$ cat config.mk
export PLATFORM = sky130hd
export DESIGN_NAME = thermal_false_color_mapper
export DESIGN_NICKNAME = d
export VERILOG_FILES = /design/src/rtl/tfcm_pkg.sv /design/src/rtl/tfcm_front.sv /design/src/rtl/tfcm_queue.sv /design/src/rtl/tfcm_div.sv /design/src/rtl/tfcm_color.sv /design/src/rtl/thermal_false_color_mapper.sv
export SDC_FILE = /design/constraint.sdc
export NUM_CORES = 2
export LEC_CHECK = 0
export BUFFER_PORTS_ARGS = -buffer_cell sky130_fd_sc_hd__buf_2
export CORE_UTILIZATION = 50
export CTS_CLUSTER_SIZE = 28
export DETAILED_ROUTE_END_ITERATION = 16
export PLACE_DENSITY = 0.75
export RECOVER_POWER = 25
export SLEW_MARGIN = 10
export SYNTH_ARGS = -nofsm -noshare
export SYNTH_HDL_FRONTEND = slang
export SYNTH_SLANG_ARGS = --single-unit
$ cat constraint.sdc
create_clock -name clk -period 9.7 [get_ports clk]
set_input_delay 1.455 -clock clk [delete_from_list [all_inputs] [get_ports clk]]
set_output_delay 1.455 -clock clk [all_outputs]
set_load 0.01 [all_outputs]
$ cat src/rtl/tfcm_pkg.sv
// ----------------------------------------------------------------------------
// tfcm_pkg: shared types, constants and palette tables
// Widths, register indexes, palette codes and the fixed color tables used by
// the thermal false-color mapper.
// ----------------------------------------------------------------------------
package tfcm_pkg;

  localparam int TEMP_BITS = 16;
  localparam int FRAC_BITS = 16;

  // config port
  localparam int CFG_IDX_W = 2;
  localparam logic [CFG_IDX_W-1:0] CFG_LOW_TEMP     = 2'd0;
  localparam logic [CFG_IDX_W-1:0] CFG_HIGH_TEMP    = 2'd1;
  localparam logic [CFG_IDX_W-1:0] CFG_PALETTE_MODE = 2'd2;

  localparam logic [TEMP_BITS-1:0] LOW_TEMP_RST  = TEMP_BITS'(0);
  localparam logic [TEMP_BITS-1:0] HIGH_TEMP_RST = TEMP_BITS'(1600);

  // palette_mode codes
  localparam int PAL_W = 3;
  typedef logic [PAL_W-1:0] mode_t;
  localparam mode_t PAL_VIVID   = 3'd0;
  localparam mode_t PAL_RGB     = 3'd1;
  localparam mode_t PAL_GRAY    = 3'd2;
  localparam mode_t PAL_MEDICAL = 3'd3;
  localparam mode_t PAL_IRON    = 3'd4;
  localparam mode_t PAL_FIRE    = 3'd5;
  localparam mode_t PAL_OCEAN   = 3'd6;
  localparam mode_t PAL_RST     = PAL_VIVID;

  // color table selectors
  typedef logic [2:0] tpal_t;
  localparam tpal_t TPAL_VIVID   = 3'd0;
  localparam tpal_t TPAL_MEDICAL = 3'd1;
  localparam tpal_t TPAL_IRON    = 3'd2;
  localparam tpal_t TPAL_FIRE    = 3'd3;
  localparam tpal_t TPAL_OCEAN   = 3'd4;

  // pixel class decided in the front end
  typedef logic [1:0] cls_t;
  localparam cls_t CLS_ZERO = 2'd0;
  localparam cls_t CLS_ONE  = 2'd1;
  localparam cls_t CLS_DIV  = 2'd2;

  // normalized fraction, Q0.FRAC_BITS with one.0 representable
  localparam int F_W = FRAC_BITS + 1;
  localparam logic [F_W-1:0] ONE_FRAC = F_W'(1) << FRAC_BITS;

  // interpolation product: (FRAC_BITS+1)-bit fraction times 9-bit delta
  localparam int PROD_W = FRAC_BITS + 10;

  localparam int QUEUE_DEPTH = 2;
  localparam int QPTR_W      = (QUEUE_DEPTH > 1) ? $clog2(QUEUE_DEPTH) : 1;
  localparam int QCNT_W      = $clog2(QUEUE_DEPTH + 1);

  // [2] red, [1] green, [0] blue
  typedef logic [2:0][7:0] rgb_t;

  typedef struct packed {
    cls_t                 cls;
    logic [TEMP_BITS-1:0] rem;   // temperature - low_temp
    logic [TEMP_BITS-1:0] den;   // high_temp - low_temp
    mode_t                mode;
  } q_entry_t;

  function automatic tpal_t tpal_of(input mode_t mode);
    tpal_t t;
    t = TPAL_VIVID;
    case (mode)
      PAL_MEDICAL: t = TPAL_MEDICAL;
      PAL_IRON:    t = TPAL_IRON;
      PAL_FIRE:    t = TPAL_FIRE;
      PAL_OCEAN:   t = TPAL_OCEAN;
      default:     t = TPAL_VIVID;
    endcase
    return t;
  endfunction

  // index of the last color of a table
  function automatic logic [2:0] last_idx(input tpal_t tpal);
    logic [2:0] n;
    n = 3'd7;
    case (tpal)
      TPAL_VIVID: n = 3'd5;
      TPAL_FIRE:  n = 3'd6;
      default:    n = 3'd7;
    endcase
    return n;
  endfunction

  function automatic rgb_t color_lut(input tpal_t tpal, input logic [2:0] idx);
    rgb_t c;
    c = '0;
    case (tpal)
      TPAL_VIVID: begin
        case (idx)
          3'd0:    c = {8'd0,   8'd0,   8'd255};
          3'd1:    c = {8'd0,   8'd255, 8'd255};
          3'd2:    c = {8'd0,   8'd255, 8'd0};
          3'd3:    c = {8'd255, 8'd255, 8'd0};
          3'd4:    c = {8'd255, 8'd0,   8'd0};
          3'd5:    c = {8'd255, 8'd0,   8'd255};
          default: c = {8'd0,   8'd0,   8'd0};
        endcase
      end
      TPAL_MEDICAL: begin
        case (idx)
          3'd0:    c = {8'd0,   8'd0,   8'd0};
          3'd1:    c = {8'd0,   8'd0,   8'd128};
          3'd2:    c = {8'd0,   8'd128, 8'd255};
          3'd3:    c = {8'd0,   8'd255, 8'd128};
          3'd4:    c = {8'd128, 8'd255, 8'd0};
          3'd5:    c = {8'd255, 8'd128, 8'd0};
          3'd6:    c = {8'd255, 8'd0,   8'd0};
          default: c = {8'd255, 8'd255, 8'd255};
        endcase
      end
      TPAL_IRON: begin
        case (idx)
          3'd0:    c = {8'd0,   8'd0,   8'd0};
          3'd1:    c = {8'd32,  8'd0,   8'd0};
          3'd2:    c = {8'd128, 8'd0,   8'd0};
          3'd3:    c = {8'd255, 8'd64,  8'd0};
          3'd4:    c = {8'd255, 8'd128, 8'd0};
          3'd5:    c = {8'd255, 8'd192, 8'd0};
          3'd6:    c = {8'd255, 8'd255, 8'd128};
          default: c = {8'd255, 8'd255, 8'd255};
        endcase
      end
      TPAL_FIRE: begin
        case (idx)
          3'd0:    c = {8'd0,   8'd0,   8'd0};
          3'd1:    c = {8'd64,  8'd0,   8'd0};
          3'd2:    c = {8'd255, 8'd0,   8'd0};
          3'd3:    c = {8'd255, 8'd128, 8'd0};
          3'd4:    c = {8'd255, 8'd255, 8'd0};
          3'd5:    c = {8'd255, 8'd255, 8'd128};
          3'd6:    c = {8'd255, 8'd255, 8'd255};
          default: c = {8'd0,   8'd0,   8'd0};
        endcase
      end
      TPAL_OCEAN: begin
        case (idx)
          3'd0:    c = {8'd0,   8'd0,   8'd0};
          3'd1:    c = {8'd0,   8'd0,   8'd32};
          3'd2:    c = {8'd0,   8'd0,   8'd128};
          3'd3:    c = {8'd0,   8'd128, 8'd255};
          3'd4:    c = {8'd0,   8'd192, 8'd255};
          3'd5:    c = {8'd128, 8'd255, 8'd255};
          3'd6:    c = {8'd192, 8'd255, 8'd255};
          default: c = {8'd255, 8'd255, 8'd255};
        endcase
      end
      default: c = '0;
    endcase
    return c;
  endfunction

endpackage

$ cat src/rtl/tfcm_front.sv
// ----------------------------------------------------------------------------
// tfcm_front: config registers and pixel classification
// Takes a pixel beat, compares it against the configured range and hands the
// classified work item to the queue.
// ----------------------------------------------------------------------------
module tfcm_front (
  input  logic                                clk,
  input  logic                                rst_n,
  input  logic                                start,
  input  logic [tfcm_pkg::TEMP_BITS-1:0]      in_temperature,
  input  logic                                cfg_we,
  input  logic [tfcm_pkg::CFG_IDX_W-1:0]      cfg_index,
  input  logic [tfcm_pkg::TEMP_BITS-1:0]      cfg_data,
  input  logic                                q_full,
  output logic                                busy,
  output logic                                push,
  output tfcm_pkg::q_entry_t                  push_entry
);
  import tfcm_pkg::*;

  logic [TEMP_BITS-1:0] low_r;
  logic [TEMP_BITS-1:0] high_r;
  mode_t                mode_r;

  logic [TEMP_BITS:0]   diff_w;
  logic [TEMP_BITS:0]   span_w;
  logic                 empty_w;
  logic                 below_w;
  logic                 above_w;

  always_ff @(posedge clk) begin
    if (!rst_n) begin
      low_r  <= LOW_TEMP_RST;
      high_r <= HIGH_TEMP_RST;
      mode_r <= PAL_RST;
    end else if (cfg_we) begin
      unique case (cfg_index)
        CFG_LOW_TEMP:     low_r  <= cfg_data;
        CFG_HIGH_TEMP:    high_r <= cfg_data;
        CFG_PALETTE_MODE: mode_r <= cfg_data[PAL_W-1:0];
        default:          ;
      endcase
    end
  end

  assign diff_w  = {in_temperature[TEMP_BITS-1], in_temperature} - {low_r[TEMP_BITS-1], low_r};
  assign span_w  = {high_r[TEMP_BITS-1], high_r} - {low_r[TEMP_BITS-1], low_r};
  assign empty_w = $signed(high_r) <= $signed(low_r);
  assign below_w = $signed(in_temperature) <= $signed(low_r);
  assign above_w = $signed(in_temperature) >= $signed(high_r);

  assign busy = q_full || !rst_n;
  assign push = start && !busy;

  always_comb begin
    push_entry.rem  = diff_w[TEMP_BITS-1:0];
    push_entry.den  = span_w[TEMP_BITS-1:0];
    push_entry.mode = mode_r;
    if (empty_w || below_w) begin
      push_entry.cls = CLS_ZERO;
    end else if (above_w) begin
      push_entry.cls = CLS_ONE;
    end else begin
      push_entry.cls = CLS_DIV;
    end
  end

endmodule

$ cat src/rtl/tfcm_queue.sv
// ----------------------------------------------------------------------------
// tfcm_queue: short work queue between front end and back end
// Small register FIFO; head is visible while not empty.
// ----------------------------------------------------------------------------
module tfcm_queue (
  input  logic               clk,
  input  logic               rst_n,
  input  logic               push,
  input  tfcm_pkg::q_entry_t push_entry,
  input  logic               pop,
  output logic               full,
  output logic               head_valid,
  output tfcm_pkg::q_entry_t head_entry
);
  import tfcm_pkg::*;

  q_entry_t          mem_r [QUEUE_DEPTH];
  logic [QPTR_W-1:0] wr_ptr_r, wr_ptr_nxt;
  logic [QPTR_W-1:0] rd_ptr_r, rd_ptr_nxt;
  logic [QCNT_W-1:0] count_r, count_nxt;
  logic              do_push;
  logic              do_pop;

  assign full       = count_r == QCNT_W'(QUEUE_DEPTH);
  assign head_valid = count_r != '0;
  assign head_entry = mem_r[rd_ptr_r];
  assign do_push    = push && !full;
  assign do_pop     = pop && head_valid;

  always_comb begin
    wr_ptr_nxt = wr_ptr_r;
    rd_ptr_nxt = rd_ptr_r;
    count_nxt  = count_r;
    if (do_push) begin
      wr_ptr_nxt = (wr_ptr_r == QPTR_W'(QUEUE_DEPTH - 1)) ? '0 : wr_ptr_r + QPTR_W'(1);
    end
    if (do_pop) begin
      rd_ptr_nxt = (rd_ptr_r == QPTR_W'(QUEUE_DEPTH - 1)) ? '0 : rd_ptr_r + QPTR_W'(1);
    end
    if (do_push && !do_pop) begin
      count_nxt = count_r + QCNT_W'(1);
    end else if (do_pop && !do_push) begin
      count_nxt = count_r - QCNT_W'(1);
    end
  end

  always_ff @(posedge clk) begin
    if (!rst_n) begin
      wr_ptr_r <= '0;
      rd_ptr_r <= '0;
      count_r  <= '0;
    end else begin
      wr_ptr_r <= wr_ptr_nxt;
      rd_ptr_r <= rd_ptr_nxt;
      count_r  <= count_nxt;
    end
  end

  always_ff @(posedge clk) begin
    if (do_push) begin
      mem_r[wr_ptr_r] <= push_entry;
    end
  end

endmodule

$ cat src/rtl/tfcm_div.sv
// ----------------------------------------------------------------------------
// tfcm_div: pipelined restoring divider for the normalization
// One quotient bit per stage, FRAC_BITS stages; gives the Q0.FRAC_BITS fraction.
// ----------------------------------------------------------------------------
module tfcm_div (
  input  logic                          clk,
  input  logic                          rst_n,
  input  logic                          in_valid,
  input  tfcm_pkg::q_entry_t            in_entry,
  output logic                          f_valid,
  output logic [tfcm_pkg::F_W-1:0]      f_value,
  output tfcm_pkg::mode_t               f_mode
);
  import tfcm_pkg::*;

  localparam int NS = FRAC_BITS;

  logic                 vld_r  [NS];
  cls_t                 cls_r  [NS];
  logic [TEMP_BITS-1:0] rem_r  [NS];
  logic [TEMP_BITS-1:0] den_r  [NS];
  logic [FRAC_BITS-1:0] quo_r  [NS];
  mode_t                mode_r [NS];

  logic                 src_v    [NS];
  cls_t                 src_cls  [NS];
  logic [TEMP_BITS-1:0] src_rem  [NS];
  logic [TEMP_BITS-1:0] src_den  [NS];
  logic [FRAC_BITS-1:0] src_quo  [NS];
  mode_t                src_mode [NS];

  logic [TEMP_BITS:0]   shl_w   [NS];
  logic [TEMP_BITS:0]   sub_w   [NS];
  logic                 ge_w    [NS];
  logic [TEMP_BITS-1:0] rem_nxt [NS];
  logic [FRAC_BITS-1:0] quo_nxt [NS];

  for (genvar j = 0; j < NS; j++) begin : g_stage
    if (j == 0) begin : g_first
      assign src_v[j]    = in_valid;
      assign src_cls[j]  = in_entry.cls;
      assign src_rem[j]  = in_entry.rem;
      assign src_den[j]  = in_entry.den;
      assign src_quo[j]  = '0;
      assign src_mode[j] = in_entry.mode;
    end else begin : g_next
      assign src_v[j]    = vld_r[j-1];
      assign src_cls[j]  = cls_r[j-1];
      assign src_rem[j]  = rem_r[j-1];
      assign src_den[j]  = den_r[j-1];
      assign src_quo[j]  = quo_r[j-1];
      assign src_mode[j] = mode_r[j-1];
    end

    // rem < den holds on every stage, so the shifted value fits TEMP_BITS+1
    assign shl_w[j]   = {src_rem[j], 1'b0};
    assign sub_w[j]   = shl_w[j] - {1'b0, src_den[j]};
    assign ge_w[j]    = shl_w[j] >= {1'b0, src_den[j]};
    assign rem_nxt[j] = ge_w[j] ? sub_w[j][TEMP_BITS-1:0] : shl_w[j][TEMP_BITS-1:0];
    assign quo_nxt[j] = {src_quo[j][FRAC_BITS-2:0], ge_w[j]};

    always_ff @(posedge clk) begin
      if (!rst_n) begin
        vld_r[j] <= 1'b0;
      end else begin
        vld_r[j] <= src_v[j];
      end
    end

    always_ff @(posedge clk) begin
      cls_r[j]  <= src_cls[j];
      rem_r[j]  <= rem_nxt[j];
      den_r[j]  <= src_den[j];
      quo_r[j]  <= quo_nxt[j];
      mode_r[j] <= src_mode[j];
    end
  end

  assign f_valid = vld_r[NS-1];
  assign f_mode  = mode_r[NS-1];

  always_comb begin
    case (cls_r[NS-1])
      CLS_ONE: f_value = ONE_FRAC;
      CLS_DIV: f_value = {1'b0, quo_r[NS-1]};
      default: f_value = '0;
    endcase
  end

endmodule

$ cat src/rtl/tfcm_color.sv
// ----------------------------------------------------------------------------
// tfcm_color: palette mapping back end
// Three stages: table index and ramp segment, table read and products,
// final add and palette select into the output register.
// ----------------------------------------------------------------------------
module tfcm_color (
  input  logic                     clk,
  input  logic                     rst_n,
  input  logic                     f_valid,
  input  logic [tfcm_pkg::F_W-1:0] f_value,
  input  tfcm_pkg::mode_t          f_mode,
  output logic                     out_valid,
  output tfcm_pkg::rgb_t           out_rgb
);
  import tfcm_pkg::*;

  localparam int X_W = FRAC_BITS - 1;
  localparam logic [X_W-1:0] RAMP_Q = X_W'(1) << (FRAC_BITS - 2);
  localparam logic [FRAC_BITS+8:0] GRAY_HALF = (FRAC_BITS + 9)'(1) << (FRAC_BITS - 1);

  // ramp segments
  localparam logic [1:0] SEG_GREEN_UP  = 2'd0;
  localparam logic [1:0] SEG_BLUE_DOWN = 2'd1;
  localparam logic [1:0] SEG_RED_UP    = 2'd2;
  localparam logic [1:0] SEG_BLUE_UP   = 2'd3;

  // ---- stage 1 ----
  tpal_t                tpal_c;
  logic [2:0]           nm1_c;
  logic [FRAC_BITS+2:0] s_c;
  logic [1:0]           k_c;
  logic [X_W-1:0]       l_c;
  logic [X_W-1:0]       x_c;

  logic                 v1_r;
  mode_t                mode1_r;
  tpal_t                tpal1_r;
  logic [2:0]           idx1_r;
  logic [FRAC_BITS-1:0] p1_r;
  logic                 last1_r;
  logic [1:0]           k1_r;
  logic [X_W-1:0]       x1_r;
  logic [F_W-1:0]       f1_r;

  assign tpal_c = tpal_of(f_mode);
  assign nm1_c  = last_idx(tpal_c);
  assign s_c    = (FRAC_BITS + 3)'(f_value) * (FRAC_BITS + 3)'(nm1_c);

  always_comb begin
    if (f_value[FRAC_BITS]) begin
      k_c = SEG_BLUE_UP;
      l_c = RAMP_Q;
    end else begin
      k_c = f_value[FRAC_BITS-1:FRAC_BITS-2];
      l_c = {1'b0, f_value[FRAC_BITS-3:0]};
    end
    x_c = (k_c == SEG_BLUE_DOWN) ? RAMP_Q - l_c : l_c;
  end

  always_ff @(posedge clk) begin
    if (!rst_n) begin
      v1_r <= 1'b0;
    end else begin
      v1_r <= f_valid;
    end
  end

  always_ff @(posedge clk) begin
    mode1_r <= f_mode;
    tpal1_r <= tpal_c;
    idx1_r  <= s_c[FRAC_BITS+2:FRAC_BITS];
    p1_r    <= s_c[FRAC_BITS-1:0];
    last1_r <= s_c[FRAC_BITS+2:FRAC_BITS] >= nm1_c;
    k1_r    <= k_c;
    x1_r    <= x_c;
    f1_r    <= f_value;
  end

  // ---- stage 2 ----
  rgb_t                  c1_c;
  rgb_t                  c2_c;
  logic signed [8:0]     d_c    [3];
  logic signed [PROD_W-1:0] prod_c [3];
  logic [FRAC_BITS+6:0]  ramp_full_c;
  logic [FRAC_BITS+8:0]  gray_full_c;

  logic                  v2_r;
  mode_t                 mode2_r;
  logic [1:0]            k2_r;
  rgb_t                  c1_2_r;
  logic [PROD_W-1:0]     prod2_r [3];
  logic [7:0]            ramp2_r;
  logic [7:0]            gray2_r;

  always_comb begin
    c1_c = color_lut(tpal1_r, last1_r ? last_idx(tpal1_r) : idx1_r);
    c2_c = last1_r ? c1_c : color_lut(tpal1_r, idx1_r + 3'd1);
    for (int ch = 0; ch < 3; ch++) begin
      d_c[ch]    = $signed({1'b0, c2_c[ch]}) - $signed({1'b0, c1_c[ch]});
      prod_c[ch] = PROD_W'($signed({1'b0, p1_r})) * PROD_W'(d_c[ch]);
    end
    ramp_full_c = {x1_r, 8'b0} - {8'b0, x1_r};
    gray_full_c = {f1_r, 8'b0} - {8'b0, f1_r} + GRAY_HALF;
  end

  always_ff @(posedge clk) begin
    if (!rst_n) begin
      v2_r <= 1'b0;
    end else begin
      v2_r <= v1_r;
    end
  end

  always_ff @(posedge clk) begin
    mode2_r <= mode1_r;
    k2_r    <= k1_r;
    c1_2_r  <= c1_c;
    for (int ch = 0; ch < 3; ch++) begin
      prod2_r[ch] <= prod_c[ch];
    end
    ramp2_r <= ramp_full_c[FRAC_BITS+5:FRAC_BITS-2];
    gray2_r <= gray_full_c[FRAC_BITS+7:FRAC_BITS];
  end

  // ---- stage 3 ----
  logic [PROD_W-1:0] acc_c [3];
  rgb_t              tab_c;
  rgb_t              ramp_c;
  rgb_t              rgb_nxt;
  logic              out_valid_r;
  rgb_t              out_rgb_r;

  always_comb begin
    for (int ch = 0; ch < 3; ch++) begin
      acc_c[ch] = {2'b00, c1_2_r[ch], {FRAC_BITS{1'b0}}} + prod2_r[ch];
      tab_c[ch] = acc_c[ch][FRAC_BITS+7:FRAC_BITS];
    end
    case (k2_r)
      SEG_GREEN_UP:  ramp_c = {8'd0,    ramp2_r, 8'd255};
      SEG_BLUE_DOWN: ramp_c = {8'd0,    8'd255,  ramp2_r};
      SEG_RED_UP:    ramp_c = {ramp2_r, 8'd255,  8'd0};
      default:       ramp_c = {8'd255,  8'd255,  ramp2_r};
    endcase
    case (mode2_r) inside
      PAL_VIVID, PAL_MEDICAL, PAL_IRON, PAL_FIRE, PAL_OCEAN: rgb_nxt = tab_c;
      PAL_RGB:  rgb_nxt = ramp_c;
      PAL_GRAY: rgb_nxt = {gray2_r, gray2_r, gray2_r};
      default:  rgb_nxt = '0;
    endcase
  end

  always_ff @(posedge clk) begin
    if (!rst_n) begin
      out_valid_r <= 1'b0;
    end else begin
      out_valid_r <= v2_r;
    end
  end

  always_ff @(posedge clk) begin
    out_rgb_r <= rgb_nxt;
  end

  assign out_valid = out_valid_r;
  assign out_rgb   = out_rgb_r;

endmodule

$ cat src/rtl/thermal_false_color_mapper.sv
// ----------------------------------------------------------------------------
// thermal_false_color_mapper: temperature pixel to false-color RGB
// Normalizes a Q12.4 pixel against a configured range and maps it through a
// selectable palette.
// ----------------------------------------------------------------------------
// Usage:
//   Input: a pixel beat is taken at a clock edge with start high and busy low;
//   in_temperature is signed Q12.4 Celsius. One pixel per clock is sustained.
//   Output: every pixel gives exactly one beat on out_red/out_green/out_blue,
//   flagged by out_valid for one cycle, in input order. The receiver has no
//   hold-off; results must be taken as they appear.
//   Path: an accepted pixel passes through the queue register, the FRAC_BITS
//   divider stages (one quotient bit per stage) and the three color stages
//   before its result beat appears.
//   Throughput: one pixel per clock while busy is low.
//   busy: high during reset and when the work queue is full; since the back end
//   drains the queue every cycle, it stays low in operation.
//   Config: cfg_we/cfg_index/cfg_data write low_temp (0), high_temp (1) and
//   palette_mode (2); other indexes are ignored. Write only while
//   no pixel is in flight.
//   Reset (synchronous, rst_n low): drops all pixels in flight and restores
//   low_temp 0, high_temp 100.0 C, palette vivid.
// ----------------------------------------------------------------------------
module thermal_false_color_mapper (
  input  logic                               clk,
  input  logic                               rst_n,
  input  logic                               start,
  output logic                               busy,
  input  logic [tfcm_pkg::TEMP_BITS-1:0]     in_temperature,
  output logic                               out_valid,
  output logic [7:0]                         out_red,
  output logic [7:0]                         out_green,
  output logic [7:0]                         out_blue,
  input  logic                               cfg_we,
  input  logic [tfcm_pkg::CFG_IDX_W-1:0]     cfg_index,
  input  logic [tfcm_pkg::TEMP_BITS-1:0]     cfg_data
);
  import tfcm_pkg::*;

  localparam int LAT = FRAC_BITS + 4;

  logic           q_full;
  logic           push;
  q_entry_t       push_entry;
  logic           head_valid;
  q_entry_t       head_entry;
  logic           f_valid;
  logic [F_W-1:0] f_value;
  mode_t          f_mode;
  rgb_t           rgb;

  // front end: config and classification
  tfcm_front u_front (
    .clk            (clk),
    .rst_n          (rst_n),
    .start          (start),
    .in_temperature (in_temperature),
    .cfg_we         (cfg_we),
    .cfg_index      (cfg_index),
    .cfg_data       (cfg_data),
    .q_full         (q_full),
    .busy           (busy),
    .push           (push),
    .push_entry     (push_entry)
  );

  // queue decouples the two halves; the back end pops whenever data is there
  tfcm_queue u_queue (
    .clk        (clk),
    .rst_n      (rst_n),
    .push       (push),
    .push_entry (push_entry),
    .pop        (head_valid),
    .full       (q_full),
    .head_valid (head_valid),
    .head_entry (head_entry)
  );

  // back end: divider then palette mapping
  tfcm_div u_div (
    .clk      (clk),
    .rst_n    (rst_n),
    .in_valid (head_valid),
    .in_entry (head_entry),
    .f_valid  (f_valid),
    .f_value  (f_value),
    .f_mode   (f_mode)
  );

  tfcm_color u_color (
    .clk       (clk),
    .rst_n     (rst_n),
    .f_valid   (f_valid),
    .f_value   (f_value),
    .f_mode    (f_mode),
    .out_valid (out_valid),
    .out_rgb   (rgb)
  );

  assign out_red   = rgb[2];
  assign out_green = rgb[1];
  assign out_blue  = rgb[0];

`ifndef ASSERT_OFF
  // every accepted pixel produces a beat a fixed time later
  a_accept_to_out: assert property (@(posedge clk) disable iff (!rst_n)
    (start && !busy) |-> ##LAT out_valid)
    else $error("accepted pixel did not produce a result beat");

  // no beat without a pixel accepted at the matching edge
  a_out_from_accept: assert property (@(posedge clk) disable iff (!rst_n)
    out_valid |-> $past(start && !busy, LAT))
    else $error("result beat without a matching accepted pixel");

  // back end drains every cycle, so the queue never fills
  a_queue_never_full: assert property (@(posedge clk) disable iff (!rst_n)
    !q_full)
    else $error("work queue filled up");
`endif

endmodule

* Word-level counts from Yosys, hierarchy flattened
Memories as Yosys holds them, arrays and structs flattened. A register that Yosys moved wholly into a read port is not among the register bits.
Index checks and enable logic that the tools add are counted.
** Cells by class
- Mux-type cells :: 69
- Equal/unequal tests :: 35
- Add/sub/neg operators :: 33
- Reduce and logical (&&, ||, !) cells :: 25
- Bitwise operators :: 16
- $mul :: 4
- $lt $le $gt $ge :: 20
** Operator list (number)
- $pmux W24 S7 :: 6
- $pmux W24 S6 :: 4
- $sub A16 B16 Y16 :: 18
- $ge A17 B16 Y1 :: 16
- $mux W16 :: 16
- $pmux W24 S5 :: 2
- $mux W24 :: 4
- $mul A17 B9 Y26 :: 3
- $add A24 B24 Y24 :: 3
- $pmux W24 S3 :: 1
- $eq A3 B3 Y1 const B :: 13
- $pmux W17 S2 :: 1
- $le A16 B16 Y1 :: 2
- $eq A3 B2 Y1 const B :: 10
- $mux W15 :: 2
- $sub A8 B8 Y9 :: 3
- $add A24 B16 Y24 const B :: 1
- $mux W1 :: 24
- $sub A24 B17 Y24 :: 1
- $sub A22 B15 Y22 :: 1
- $mul A17 B3 Y19 :: 1
- $ge A16 B16 Y1 :: 1
- $or A1 B1 Y1 :: 16
- $logic_not A3 Y1 :: 5
- 20 further kinds :: 48
** Word-level totals
- Output and inout port bits :: 26
- Memory bits (writable) :: 1016
- Memories kept :: 8
- Logic and storage cells :: 236
- Input bits :: 38
- Register bits :: 170
** Memories
- u_div.den_r :: depth 16, bits a word 16, rd ports 15, clocked after Yosys merged registers in 0, wr ports 16, line tfcm_div.sv:21 : logic [TEMP_BITS-1:0] den_r [NS];
- u_div.quo_r :: depth 16, bits a word 16, rd ports 16, clocked after Yosys merged registers in 0, wr ports 16, line tfcm_div.sv:22 : logic [FRAC_BITS-1:0] quo_r [NS];
- u_div.rem_r :: depth 16, bits a word 16, rd ports 15, clocked after Yosys merged registers in 0, wr ports 16, line tfcm_div.sv:20 : logic [TEMP_BITS-1:0] rem_r [NS];
- u_color.prod2_r :: depth 3, bits a word 26, rd ports 3, clocked after Yosys merged registers in 0, wr ports 3, line tfcm_color.sv:91 : logic [PROD_W-1:0] prod2_r [3];
- u_queue.mem_r :: depth 2, bits a word 37, rd ports 1, clocked after Yosys merged registers in 1, wr ports 1, line tfcm_queue.sv:17 : q_entry_t mem_r [QUEUE_DEPTH];
- u_div.mode_r :: depth 16, bits a word 3, rd ports 16, clocked after Yosys merged registers in 0, wr ports 16, line tfcm_div.sv:23 : mode_t mode_r [NS];
- +2 memories

* Longest topological paths before layout
- Depth in word-level cells :: 9
- Gate-level depth with buffers :: 34
- Gate-level depth less buffers :: 31

* By module
A second synthesis with hierarchy kept.
** Unflattened totals
- Cell total of the unflattened synthesis :: 6001
- Area total of the unflattened synthesis :: 57345.0 um^2
** By module, submodules not included
- tfcm_div :: instances 1, cells an instance 2995, area an instance 29847.4 um^2
- tfcm_color :: instances 1, cells an instance 2420, area an instance 21160.3 um^2
- tfcm_front :: instances 1, cells an instance 446, area an instance 3423.3 um^2
- tfcm_queue :: instances 1, cells an instance 140, area an instance 2914.0 um^2

* Worst setup path before layout
No wires, ideal clock.
- Kind :: register -> register
- Start :: register u_color.tpal1_r[2]
- End :: memory u_color.prod2_r[0][49] (netlist bit)
- Buffers on the path :: 4
- Period minus slack after synthesis :: 7.630 ns
- Data arrival time :: 7.506 ns
- Library setup time :: 0.123 ns
- Cell stages (with the launch flop) :: 32
- Setup slack :: 2.070 ns
- Path through :: dfxtp_1 clkbuf_1 clkbuf_1 clkbuf_1 xnor2_1 o22ai_1 a22o_1 nand2_1 a31oi_1 ha_1 nor2b_1 a221oi_1 nand3_2 buf_4 nand2_1 fa_1 fa_1 fa_1 inv_1 fa_1 inv_1 fa_1 inv_1 ha_1 a21o_1 a211oi_1 a31oi_1 o311a_1 nor3_1 o21bai_1 a21oi_1 xnor2_1
** RTL lines
- start: declaration :: line tfcm_color.sv:37 : tpal_t tpal1_r;
- start signal: assignment :: line tfcm_color.sv:70 : tpal1_r <= tpal_c;
- end: declaration :: line tfcm_color.sv:91

==> impl_metrics.env <==
export IMPL_outcome="finished clean"
export IMPL_grt_use_met3_pct=2.70
export IMPL_hold_class="reg2reg"
export IMPL_start_util_pct=50.7
export IMPL_fillers=9752
export IMPL_ys_ff_latch=968
export IMPL_yosysTopAreaCell="dfxtp_1"
export IMPL_drc=0
export IMPL_grt_util_met1_pct=27.7
export IMPL_path_clk_slew_ps=70
export IMPL_r2r_cells=30
export IMPL_wl_um=124000
export IMPL_utilization_pct=55.3
export IMPL_startpoint="u_color.tpal1_r[1]"
export IMPL_synthesis_nets=6787
export IMPL_antenna_found_initial=4
export IMPL_nNetsFinal=6845
export IMPL_reg2reg_from="u_color.tpal1_r[1]"
export IMPL_cap_violations=0
export IMPL_tightest_slew_ps=1220
export IMPL_ant_nets=0
export IMPL_cp_start_kind="flop"
export IMPL_cts_buffers=93
export IMPL_post_cts_setup_buffers=0
export IMPL_synth_edf_count=74
export IMPL_cts_sinks=968
export IMPL_grtUsageTotal_pct=21.6
export IMPL_slowest_stage="dfxtp_1"
export IMPL_clk_latency_ps=670
export IMPL_ios=64
export IMPL_drt_iter0_drc=2392
export IMPL_multiInputGateArea_um2=32300
export IMPL_period_share_pct=92.2
export IMPL_setup_tns_ps=0
export IMPL_port_buffers=63
export IMPL_synthTopCellsByArea="dfxtp_1 (32%), ha_1 (12%), fa_1 (12%)"
export IMPL_routabilityCongestion=0.906
export IMPL_ys_flop_type="dfxtp_1"
export IMPL_top_usage_layer="met2"
export IMPL_setup_worst_path_end_class="flop"
export IMPL_overflow=0
export IMPL_final_max_slew_viol_count=0
export IMPL_dpl_hpwl_um=94900
export IMPL_die_area_um2=114000
export IMPL_drive_gt1_share_pct=8.82
export IMPL_clock_root_buffer="clkbuf_16"
export IMPL_rrSetupSlack_ps=760
export IMPL_r2r_end="u_color.prod2_r[0][74]"
export IMPL_relSlewSlack_pct=18.7
export IMPL_cts_max_level=3
export IMPL_grt_use_met2_pct=37.7
export IMPL_die_h_um=338
export IMPL_crit_type="reg2reg"
export IMPL_post_synth_num_cell_types=99
export IMPL_fp_row_count=122
export IMPL_crit_required_ps=10250
export IMPL_hold_buffers=0
export IMPL_register_area_um2=20100
export IMPL_cp_arrival_ps=9500
export IMPL_async_reset_ff_share_pct=0
export IMPL_hold_viol_final=0
export IMPL_crit_path_end="u_color.prod2_r[0][74]"
export IMPL_synth_area_um2=56500
export IMPL_area_delta_synth_final_pct=9.11
export IMPL_avgViaCountPerCell=5.37
export IMPL_min_period_ps=8940
export IMPL_vias=40156
export IMPL_max_stage_delay_ps=690
export IMPL_grt_max_degree=62
export IMPL_die_w_um=338
export IMPL_antennaDiodeCount=0
export IMPL_fin_skew_ps=26.0
export IMPL_drt_pass1_iter_count=8
export IMPL_max_freq_mhz=112
export IMPL_routedWlPerCell_um=16.5
export IMPL_cts_resized=0
export IMPL_fin_cells=7484
export IMPL_yosys_warnings=0
export IMPL_clockBufferDepth=3
export IMPL_dp_cells=7313
export IMPL_place_area_um2=58400
export IMPL_synth_avg_cell_area_um2=9.64
export IMPL_core_area_um2=111000
export IMPL_setup_violations=0
export IMPL_critPathMaxFanout=17
export IMPL_rsz0062_at_grt="no"
export IMPL_final_area_um2=61700
export IMPL_grt_pass1_wl_um=204000
export IMPL_synth_top_cell_area_share_pct=31.7
export IMPL_cts_tree="done"
export IMPL_netlist_instances=5862
export IMPL_grt_pass1_vias=40793
export IMPL_ys_seq_area_share_pct=35.6
## metrics by stage
step / hold WS (ps) / setup slack, ps
final: 308 / 757
after global routing: 307 / 106
after CTS: 301 / 766
after detailed placement: 312 / 837
after global placement: 310 / 1000
after floorplan: 310 / 2070
## layout make-up
type	count	share of cell area [%]
clock buffers	123	4.27
well taps	1488	3.02
multi-input cells	3834	52.4
clock inverters	48	1.03
flip-flops and latches	968	32.6
repair buffers	110	1.08
inverters	913	5.56
## flip-flops by register name, indices dropped and copies added, names as in the netlist, 10 cells and up, named ones only
signal           count
u_color.c1_2_r      10
u_color.f1_r        17
u_color.out_rgb     24
u_color.p1_r        16
u_color.prod2_r     24
u_color.x1_r        15
u_div.cls_r         32
u_div.den_r        240
u_div.mode_r        48
u_div.quo_r        136
u_div.rem_r        240
u_div.vld_r         16
u_front.high_r      16
u_front.low_r       16
u_queue.mem_r       74
## routing by layer
metal / share of wire, % / vias up
met3: 4.7 / 222
met4: 2.9 / 0
li1: - / 19670
met2: 49 / 996
met1: 44 / 19268
met5: 0 / -
## worst min path at each step
stage	startpoint	to	slack, ps	cells past startpoint
after floorplan	u_color.k1_r[0]	u_color.k2_r[0]	310	0
after global placement	u_div.mode_r[1][5]	u_div.mode_r[1][8]	310	0
after detailed placement	u_color.k1_r[0]	u_color.k2_r[0]	310	0
after CTS	u_div.quo_r[1][74]	u_div.quo_r[1][91]	300	0
after global routing	u_div.quo_r[1][83]	u_div.quo_r[1][100]	310	0
final	u_div.quo_r[1][74]	u_div.quo_r[1][91]	310	0
## worst max-delay path, delay by kind of cell (launching register included)
kind / cells / cell delay [ps]
AOI/OAI and AO/OA: 7 / 1640
xor gates and xnor gates: 3 / 1120
adders and majority gates: 7 / 3570
buffers and inverters: 4 / 440
DFF: 1 / 690
and+or+nand+nor: 9 / 1370
## kinds of logic after synthesis
logic type | synth area share [%]
mux | 4.59
simple gates | 13.0
fa+ha+maj | 24.0
buf+inv | 7.25
compound gates | 11.4
xor+xnor | 4.17
flops | 35.6
## cell usage in the layout (no fill, tap or decap), types with 74 or more instances in the layout
cell         n
a21oi_1    255
and2_1     149
clkbuf_16   95
dfxtp_1    893
edfxtp_1    74
fa_1       330
ha_1       557
inv_1      911
mux2_2     169
nand2_1    369
nand2b_1    84
nor2_1     341
nor2b_1     81
nor3_1     137
o21a_1      92
o21ai_0    173
xnor2_1    208
## Yosys cell counts (92+ instances only)
master and instances:
mux2_2 169, and2_1 149, clkbuf_1 98, fa_1 330, inv_1 911, nor3_1 137, o21ai_0 173, a21oi_1 255
xnor2_1 208, nand2_1 369, dfxtp_1 894, nor2_1 342, o21a_1 92, ha_1 557
Power is left out: the tool's default activity adds up to more than one toggle a clock period on the data nets, which glitch-free logic cannot reach.
